File: config.mk
export PLATFORM = sky130hd
export DESIGN_NAME = spq_cell
export DESIGN_NICKNAME = d
export VERILOG_FILES = /design/src/hdl/spq_pkg.sv /design/src/hdl/spq_cell.sv
export SDC_FILE = /design/constraint.sdc
export NUM_CORES = 1
export LEC_CHECK = 0
export BUFFER_PORTS_ARGS = -buffer_cell sky130_fd_sc_hd__buf_4
export CAP_MARGIN = 20
export CORE_MARGIN = 3
export CORE_UTILIZATION = 40
export DETAILED_ROUTE_END_ITERATION = 10
export GPL_TIMING_DRIVEN = 0
export PLACE_DENSITY = 0.67
export SETUP_SLACK_MARGIN = 0.5
export SYNTH_ARGS = -nofsm -noshare
export SYNTH_HDL_FRONTEND = slang
export SYNTH_SLANG_ARGS = --single-unit
File: constraint.sdc
create_clock -name clk -period 3.9 [get_ports clk]
set_input_delay 0.195 -clock clk [delete_from_list [all_inputs] [get_ports clk]]
set_output_delay 0.195 -clock clk [all_outputs]
set_load 0.02 [all_outputs]
File: src/hdl/spq_pkg.sv
// Shared types and constants for the stable priority queue with duplicate filter.
// No dependencies; the top, the cell and the testbench import this package.
`default_nettype none

package spq_pkg;

	localparam int unsigned DEPTH_DEF = 64;
	localparam int unsigned DataW     = 32;

	typedef enum logic {
		FN_INSERT = 1'b0,
		FN_REMOVE = 1'b1
	} func_t;

	typedef enum logic [2:0] {
		ST_INSERTED = 3'd0,
		ST_DUP      = 3'd1,
		ST_FULL     = 3'd2,
		ST_REMOVED  = 3'd3,
		ST_EMPTY    = 3'd4
	} status_t;

	// request payload
	typedef struct packed {
		func_t                    func;
		logic signed [DataW-1:0]  item_value;
		logic signed [DataW-1:0]  item_priority;
	} req_t;

	// response payload
	typedef struct packed {
		logic signed [DataW-1:0]  out_value;
		status_t                  status;
	} rsp_t;

	// Wave that travels down the cell row, one cell per cycle.
	// Insert: value/prio are the new pair, hit = duplicate seen, placed = slot taken.
	// Remove: value/prio are the best pending entry so far, hit = one was found.
	typedef struct packed {
		logic                     vld;
		func_t                    func;
		logic signed [DataW-1:0]  value;
		logic signed [DataW-1:0]  prio;
		logic                     hit;
		logic                     placed;
	} wave_t;

	// Broadcast from the tail back to every cell when a remove commits.
	// (value, prio) is unique in a batch, so it names the slot to free.
	typedef struct packed {
		logic                     vld;
		logic                     batch_end;
		logic signed [DataW-1:0]  value;
		logic signed [DataW-1:0]  prio;
	} clr_t;

endpackage

`default_nettype wire

File: src/hdl/spq_cell.sv
// One slot of the queue: holds a (value, priority) pair and its flags,
// and processes the passing wave before handing it to the next slot. Uses spq_pkg.
`default_nettype none

module spq_cell
	import spq_pkg::*;
(
	input  wire logic  clk,
	input  wire logic  arst_n,
	input  wire wave_t wave_in,
	input  wire clr_t  clr,
	output wave_t      wave_out
);

	logic                    used_q;
	logic                    taken_q;
	logic signed [DataW-1:0] value_q;
	logic signed [DataW-1:0] prio_q;
	logic                    out_vld_q;
	wave_t                   out_q;

	logic  match;
	logic  place;
	logic  cand;
	logic  better;
	logic  clr_hit;
	wave_t nxt;

	assign match   = used_q && (value_q == wave_in.value) && (prio_q == wave_in.prio);
	assign place   = !used_q && !wave_in.hit && !wave_in.placed;
	assign cand    = used_q && taken_q;
	assign better  = cand && (!wave_in.hit || (prio_q > wave_in.prio));
	assign clr_hit = used_q && (value_q == clr.value) && (prio_q == clr.prio);

	always_comb begin
		nxt = wave_in;
		if (wave_in.func == FN_INSERT) begin
			nxt.hit    = wave_in.hit | match;
			nxt.placed = wave_in.placed | place;
		end else begin
			nxt.hit = wave_in.hit | cand;
			if (better) begin
				nxt.value = value_q;
				nxt.prio  = prio_q;
			end
		end
	end

	always_ff @(posedge clk or negedge arst_n) begin
		if (!arst_n) begin
			used_q    <= 1'b0;
			taken_q   <= 1'b0;
			out_vld_q <= 1'b0;
		end else begin
			out_vld_q <= wave_in.vld;
			if (clr.vld && clr.batch_end) begin
				used_q  <= 1'b0;
				taken_q <= 1'b0;
			end else if (clr.vld && clr_hit) begin
				taken_q <= 1'b0;
			end else if (wave_in.vld && (wave_in.func == FN_INSERT) && place) begin
				used_q  <= 1'b1;
				taken_q <= 1'b1;
			end
		end
	end

	// payload, no reset
	always_ff @(posedge clk) begin
		if (wave_in.vld) begin
			out_q <= nxt;
			if ((wave_in.func == FN_INSERT) && place) begin
				value_q <= wave_in.value;
				prio_q  <= wave_in.prio;
			end
		end
	end

	always_comb begin
		wave_out     = out_q;
		wave_out.vld = out_vld_q;
	end

endmodule

`default_nettype wire

# After elaboration in Yosys (flattened, before gate mapping)
# Index checks and enable logic that the tools add are counted.
[word_totals] reg_bits=134 latch_bits=0 mem_bits_rw=0 mem_bits_ro=0 out_inout_bits=68 wordCells=50 memories=0
[op_classes] add_sub_neg=0 multipliers=0 div=0 magnitude_cmp=1 eq_ne=5 shift=0 muxes=9 bitwise=4 n_reduce_logical=21
[ops] cell="== test 32 bit" count=4
[ops] cell="2-to-1 mux 64 bit" count=2
[ops] cell="> comparator 32 bit" count=1
[ops] cell="logical AND 1 bit" count=13
[ops] cell="2-to-1 mux 1 bit" count=7
[ops] cell="AND reduction 2 bit" count=2
[ops] cell="zero test 1 bit" count=3
[ops] cell="bitwise OR 1 bit" count=3
[ops] cell="nonzero test 3 bit" count=1
[ops] cell="!= test 2 bit, second input constant" count=1
[ops] cell="nonzero test 2 bit" count=1
[ops] cell="logical OR 1 bit" count=1
[ops] cell="inverter 1 bit" count=1

# Logic depth before layout (Yosys ltp)
# Gate-level depths: netlist of run 1.
[logic_depth] ltp_word=7 depth_mapped=11

# Least setup slack after synthesis of run 1
# OpenSTA, ideal clock, no wires.
[synth_path] path_type="reg-to-reg" start="reg prio_q[19]" end="reg out_q (netlist bit wave_out[10]), data pin" setup_time_ns=0.260 arrival_ns=2.475 required_ns=3.640 path_slack_ns=1.164 stages_incl_launch_ff=11 synth_period_minus_slack_ns=2.736 cell_sequence="edfxtp_1 ha_1 a21oi_2 o21ai_1 a221oi_2 o32ai_1 or4_1 o311a_1 buf_6 buf_12 mux2_4"
[synth_rtl] item="start, declared" line="spq_cell.sv:18" rtl="logic signed [DataW-1:0] prio_q;"
[synth_rtl] item="start signal, assigned" line="spq_cell.sv:74" rtl="prio_q <= wave_in.prio;"
[synth_rtl] item="end signal, assigned" line="spq_cell.sv:71" rtl="out_q <= nxt;"
[synth_rtl] item="end, declared" line="spq_cell.sv:20" rtl="wave_t out_q;"

==> impl_metrics.toml, run 1 <==
[logic_synthesis]
yosys_register_bits = 134
synth_fa_ha_area_share_pct = 5.67
ys_top_cells_by_area = "edfxtp_1 (56%), mux2_4 (13%), xnor2_1 (8.4%)"
synthXorXnorAreaFrac_pct = 11.7
syn_avg_cell_area_um2 = 15.1
synth_compound_area_share_pct = 2.80
yosys.area_share.simple_pct = 5.88
synth_cell_types = 40
synth_top_family_by_area = "multiplexers"
synthMuxAreaShare_pct = 13.4
yosys_warnings = 0
synth-seq-area-share_pct = 56.8
synthesis.area_um2 = 7060
synth_cells = 467
yosys.area.top_type = "edfxtp_1"
synth_fp_nets = 635
synth.top_cell.area_share_pct = 55.7

[clock_network]
root_buffer = "clkbuf_16"
path_clk_slew_ns = 0.06
cts_setup_buffers = 0
worst_skew_pair.late_latency_ns = 0.41
hold_buffers = 66
cts_sinks = 134
htreeDepth = 4
clock_path_buffers = 2
cts_resized = 0
tritoncts = "done"
cts_inserted_buffers = 17

[critical_path]
r2r_slack_ns = 0.78
r2r-start = "prio_q[11]$_DFFE_PP_"
critPathCaptureType = "flip-flop"
r2r_end = "wave_out[45]$_DFFE_PP_"
r2r_cells = 10
crit_start = "prio_q[11]$_DFFE_PP_"
start_kind = "flip-flop"
crit_arrival_ns = 3.28
required_ns = 4.06
critPathKind = "reg2reg"
crit_path_max_fanout = 10

[grt]
antenna_found_initial = 0
grtUsageMet3_pct = 5.83
grt_util_all_layers_pct = 20.2
gr-total-overflow = 0
grt_max_degree = 70
met1_usage_pct = 25.5
grt_pass1_wl_um = 29900
grt_util_met2_pct = 33.4
top_usage_layer = "met2"
grt_pass1_vias = 5301

[hold_path]
worstHoldStart = "wave_in[0]"
hold_class = "in2reg"
holdPathEnd = "wave_out[0]$_DFFE_PP_"
hold-path-cell-count = 2

[sta]
finalCriticalPeriod_ns = 3.12
maxSlewViolCount = 0
hold_viol = 0
tightest_slew_ns = 0.986
finalSetupTns_ns = 0
final-setup-viol-count = 0
max_freq_mhz = 320
rsz0062_at_grt = "false"
max_slew_margin_pct = 34.2
fin_skew_ns = 0.00640
period_share_pct = 80.0

[final_layout]
mostFrequentLayoutCells = "buf_4 (204), edfxtp_1 (131), xnor2_1 (68)"
synthToLayoutAreaGrowth_pct = 42.9
diodes = 0
multiInputGateArea_um2 = 2790
final_common_cell = "buf_4"
nNetsFinal = 924
regArea_um2 = 4010
layout.cells.non_filler = 989
fillers = 1381
drive_gt1_share_pct = 39.5

[pwr]
p_sw_share_pct = 23.1
power_frac_comb_pct = 14.5
p_per_area_nw_per_um2 = 371
p_switching_w = 0.000867
p_leak_nw = 4.31
clock_power_share_pct = 40.8
ir_drop_v = 0.000311
internal_power_w = 0.00288
p_seq_share_pct = 44.7

[drt]
drtAntennaViolNets = 0
drc_errors = 0
via_count = 4859
wl_per_cell_um = 19.8
vias_per_cell = 4.91
dr.first_iter.drc_count = 263
dr.pass1.iters = 4
wirelength_um = 19600

[floorplan]
initial_core_util_pct = 41.7
die_h_um = 139
die_area_um2 = 19300
fp.dieW_um = 139
rows = 47
design.core.area_um2 = 16900
io_pins = 204

[placement]
dp.cells = 891
io_buffers = 203
gp_congestion = 0.832
dpl.hpwl_um = 14600

[outcome]
status = "complete, no violations"

[run]
drv_cap = 0
==> metrics by stage <==
step	area [um2]	setup slack [ns]	util [%]	power, W	hold WS (ns)
after global routing	10100	0.638	59.6	0.00388	0.0554
after floorplan	7060	1.16	-	0.00193	-0.101
after detailed placement	8880	0.790	52.5	0.00220	-0.00401
after CTS	10100	0.770	59.6	0.00378	0.0458
final	10100	0.779	59.6	0.00375	0.0607
after global placement	8860	-0.233	52.3	0.00219	-0.00669
==> flip-flops by register name, summed over array words and instances, names as in the netlist <==
register and flops:
wave_out 67, prio_q 32, value_q 32, out_vld_q 1, taken_q 1, used_q 1
==> critical path, cell delays in order, from the launching register on <==
cell      delay (ns)
edfxtp_1        0.50
ha_1            0.34
a21oi_1         0.14
o21ai_1         0.11
a221oi_2        0.32
o32ai_1         0.16
or4_1           0.48
o311a_1         0.15
buf_6           0.18
buf_12          0.17
mux2_4          0.30
==> worst max path at each step <==
stage	end	slack (ns)	cells after the start
finish	wave_out[45]$_DFFE_PP_	0.78	10
global placement	prio_q[12]$_DFFE_PP_	-0.23	2
global route	wave_out[45]$_DFFE_PP_	0.64	10
detailed placement	wave_out[45]$_DFFE_PP_	0.79	10
floorplan	wave_out[10]$_DFFE_PP_	1.16	10
CTS	wave_out[45]$_DFFE_PP_	0.77	10
==> kinds of logic after synthesis <==
group / after synthesis
xor+xnor: 94
flops: 134
compound gates: 28
mux: 64
simple gates: 72
fa+ha+maj: 32
buf+inv: 43
==> area by class of cell <==
type	count	area share (%)
clock buffers	21	4.36
inverters	35	1.30
multi-input cells	290	27.6
well taps	220	2.73
repair buffers	270	21.8
clock inverters	11	1.08
flip-flops and latches	134	39.7
plain buffers	8	1.38
==> cell usage after synthesis, drive strengths merged <==
| cell type | number |
|---|---|
| o311a | 1 |
| edfxtp | 131 |
| o32ai | 1 |
| and4 | 4 |
| buf | 8 |
| o221ai | 1 |
| o31ai | 1 |
| nand3 | 4 |
| a22oi | 1 |
| nor2b | 1 |
| nor4 | 9 |
| a21o | 3 |
| and3b | 1 |
| nor3 | 5 |
| nand2 | 11 |
| or4 | 1 |
| nor4b | 1 |
| nand4 | 24 |
| nor2 | 5 |
| nand2b | 2 |
| or2 | 1 |
| and2 | 1 |
| a211oi | 1 |
| o211ai | 1 |
| a221oi | 2 |
| dfrtp | 3 |
| o21ai | 4 |
| inv | 35 |
| xor2 | 26 |
| or3 | 1 |
| mux2 | 64 |
| ha | 32 |
| a21oi | 12 |
| xnor2 | 68 |
| and3 | 1 |
==> metal layers <==
metal | part of all wire [%] | vias up
li1 | - | 2316
met1 | 43 | 2333
met2 | 48 | 186
met3 | 6.6 | 24
met4 | 2.3 | 0
met5 | 0 | -
==> power by group through the flow <==
stage          Combinational [W]  Sequential [W]  Clock [W]
2_1_floorplan           0.000177         0.00175          0
3_3_place_gp            0.000481         0.00171          0
3_5_place_dp            0.000491         0.00171          0
4_1_cts                 0.000547         0.00168    0.00155
5_1_grt                 0.000584         0.00168    0.00161
6_report                0.000543         0.00168    0.00153
No activity file was read; power rests on OpenSTA's default activity.
==> inputs of run 2 (changes only) <==
PLACE_DENSITY = 0.7   (was 0.67)
clock period = 2.67 ns   (was 3.9 ns; I/O delays follow)
==> impl_metrics.toml, run 2 (synthesis results as in run 1) <==
[outcome]
status = "finished, violations left"
violations = "setup timing"

[final_layout]
drive_gt1_share_pct = 43.7
final_common_cell = "buf_4"
synthToLayoutAreaGrowth_pct = 47.6
largest_reg_flops = 67
diodes = 0
nNetsFinal = 946
mostFrequentLayoutCells = "buf_4 (224), edfxtp_1 (131), dlygate4sd3_1 (68)"
fillers = 1336

[run]
drv_cap = 0

[critical_path]
r2r_slack_ns = -0.30
r2r-start = "prio_q[12]$_DFFE_PP_"
crit_arrival_ns = 3.13
r2r_cells = 9
r2r_end = "wave_out[46]$_DFFE_PP_"
critPathKind = "reg2reg"
start_kind = "flip-flop"
required_ns = 2.83
critPathCaptureType = "flip-flop"
crit_path_max_fanout = 10

[clock_network]
tritoncts = "done"
clock_path_buffers = 2
htreeDepth = 4
cts_inserted_buffers = 17
worst_skew_pair.late_latency_ns = 0.41
root_buffer = "clkbuf_16"
path_clk_slew_ns = 0.06
cts_sinks = 134

[sta]
max_slew_margin_pct = 34.2
max_freq_mhz = 336
tightest_slew_ns = 0.988
final-setup-viol-count = 64
maxSlewViolCount = 0
hold_viol = 0
setup_ws_ns = -0.303
rsz0062_at_grt = "true"
whs_ns = 0.0238
period_share_pct = 111
finalCriticalPeriod_ns = 2.97
fin_skew_ns = 0.00783

[grt]
grt_max_degree = 70
grt_util_all_layers_pct = 20.7
grt_pass1_wl_um = 30500
antenna_found_initial = 0
met1_usage_pct = 25.3
grt_pass1_vias = 5448
grt_util_met2_pct = 35.3
grtUsageMet3_pct = 6.52
top_usage_layer = "met2"
gr-total-overflow = 0

[floorplan]
rows = 47
io_pins = 204
die_h_um = 139
initial_core_util_pct = 41.7
die_area_um2 = 19300
design.core.area_um2 = 16900
fp.dieW_um = 139

[drt]
wl_per_cell_um = 20.0
via_count = 5010
drc_errors = 0
drtAntennaViolNets = 0
dr.first_iter.drc_count = 266
dr.pass1.iters = 4
wirelength_um = 20200
vias_per_cell = 4.96

[placement]
gp_congestion = 0.859
dpl.hpwl_um = 14800
io_buffers = 203
place_ws_ns = -0.416

[hold_path]
holdPathEnd = "taken_q$_DFFE_PN0P_"
hold_class = "in2reg"
worstHoldStart = "clr[64]"
hold-path-cell-count = 4

[pwr]
total_power_w = 0.00540
p_leak_nw = 4.42
p_per_area_nw_per_um2 = 518
ir_drop_v = 0.000415
==> run 2: cell types whose count changed in the layout (fill, tap and decap cells not counted), moves of 3 or more <==
cell	delta
nor4_1	-3
ha_4	+8
ha_1	-8
xnor2_2	+3
xnor2_1	-3
buf_4	+20
nor4_2	+3
==> run 2: power by group <==
part	switching [W]	internal, W	total (W)	leakage, nW
clock network	0.000858	0.00126	0.00212	0.250
logic	0.000370	0.000461	0.000831	2.90
registers	0.0000403	0.00241	0.00245	1.27
total	0.00127	0.00413	0.00540	4.42
==> run 2: routing by layer <==
layer  routed length [um]  part of all wire, %  up-vias
met5                    0                    0        -
met4                  353                  1.7        0
met3                 1430                  7.1       25
met2                10200                   50      190
met1                 8250                   41     2430
li1                     -                    -     2365
==> run 2: per-stage QoR <==
step	cells	util, %	TNS (ns)	area (um2)
floorplan	467	-	-1.71	7090
global placement	890	52.5	-36.38	8890
detailed placement	891	52.6	-25.12	8910
CTS	1001	60.5	-19.21	10300
global route	1011	61.6	-21.98	10400
finish	1011	61.6	-18.24	10400
==> run 2: layout make-up <==
type | instances | area [um2] | share of cell area [%]
clock buffers | 20 | 437 | 4.19
repair buffers | 292 | 2370 | 22.8
well taps | 220 | 275 | 2.64
clock inverters | 12 | 87.6 | 0.840
flip-flops and latches | 134 | 4010 | 38.4
plain buffers | 8 | 148 | 1.42
inverters | 35 | 131 | 1.26
multi-input cells | 290 | 2960 | 28.4
==> run 2: worst max-delay path by stage <==
| stage | start | end | slack [ns] | cells after the start |
|---|---|---|---|---|
| 2_1_floorplan | prio_q[14]$_DFFE_PP_ | wave_out[10]$_DFFE_PP_ | -0.03 | 9 |
| 3_3_place_gp | prio_q[11]$_DFFE_PP_ | wave_out[39]$_DFFE_PP_ | -0.36 | 10 |
| 3_5_place_dp | prio_q[11]$_DFFE_PP_ | wave_out[46]$_DFFE_PP_ | -0.42 | 10 |
| 4_1_cts | prio_q[11]$_DFFE_PP_ | wave_out[46]$_DFFE_PP_ | -0.32 | 10 |
| 5_1_grt | prio_q[11]$_DFFE_PP_ | wave_out[46]$_DFFE_PP_ | -0.36 | 10 |
| 6_report | prio_q[12]$_DFFE_PP_ | wave_out[46]$_DFFE_PP_ | -0.30 | 9 |
==> run 2: critical path: stages (launching register included) <==
cell and delay, ns:
edfxtp_1 0.43, ha_1 0.29, and4_1 0.22, a221oi_2 0.35, o32ai_2 0.14, or4_1 0.49, o311a_1 0.15, buf_12 0.17
buf_12 0.16, mux2_4 0.30
==> run 2: timing repair <==
| item | 4_1_cts | 5_1_grt |
|---|---|---|
| endpoints found under the hold margin | 70 | 0 |
| endpoints found under the setup margin | 67 | 67 |
| pin swaps | 4 | 9 |
| hold buffers | 68 | 0 |
| gates resized for setup | 10 | 13 |
| setup buffers | 10 | 10 |
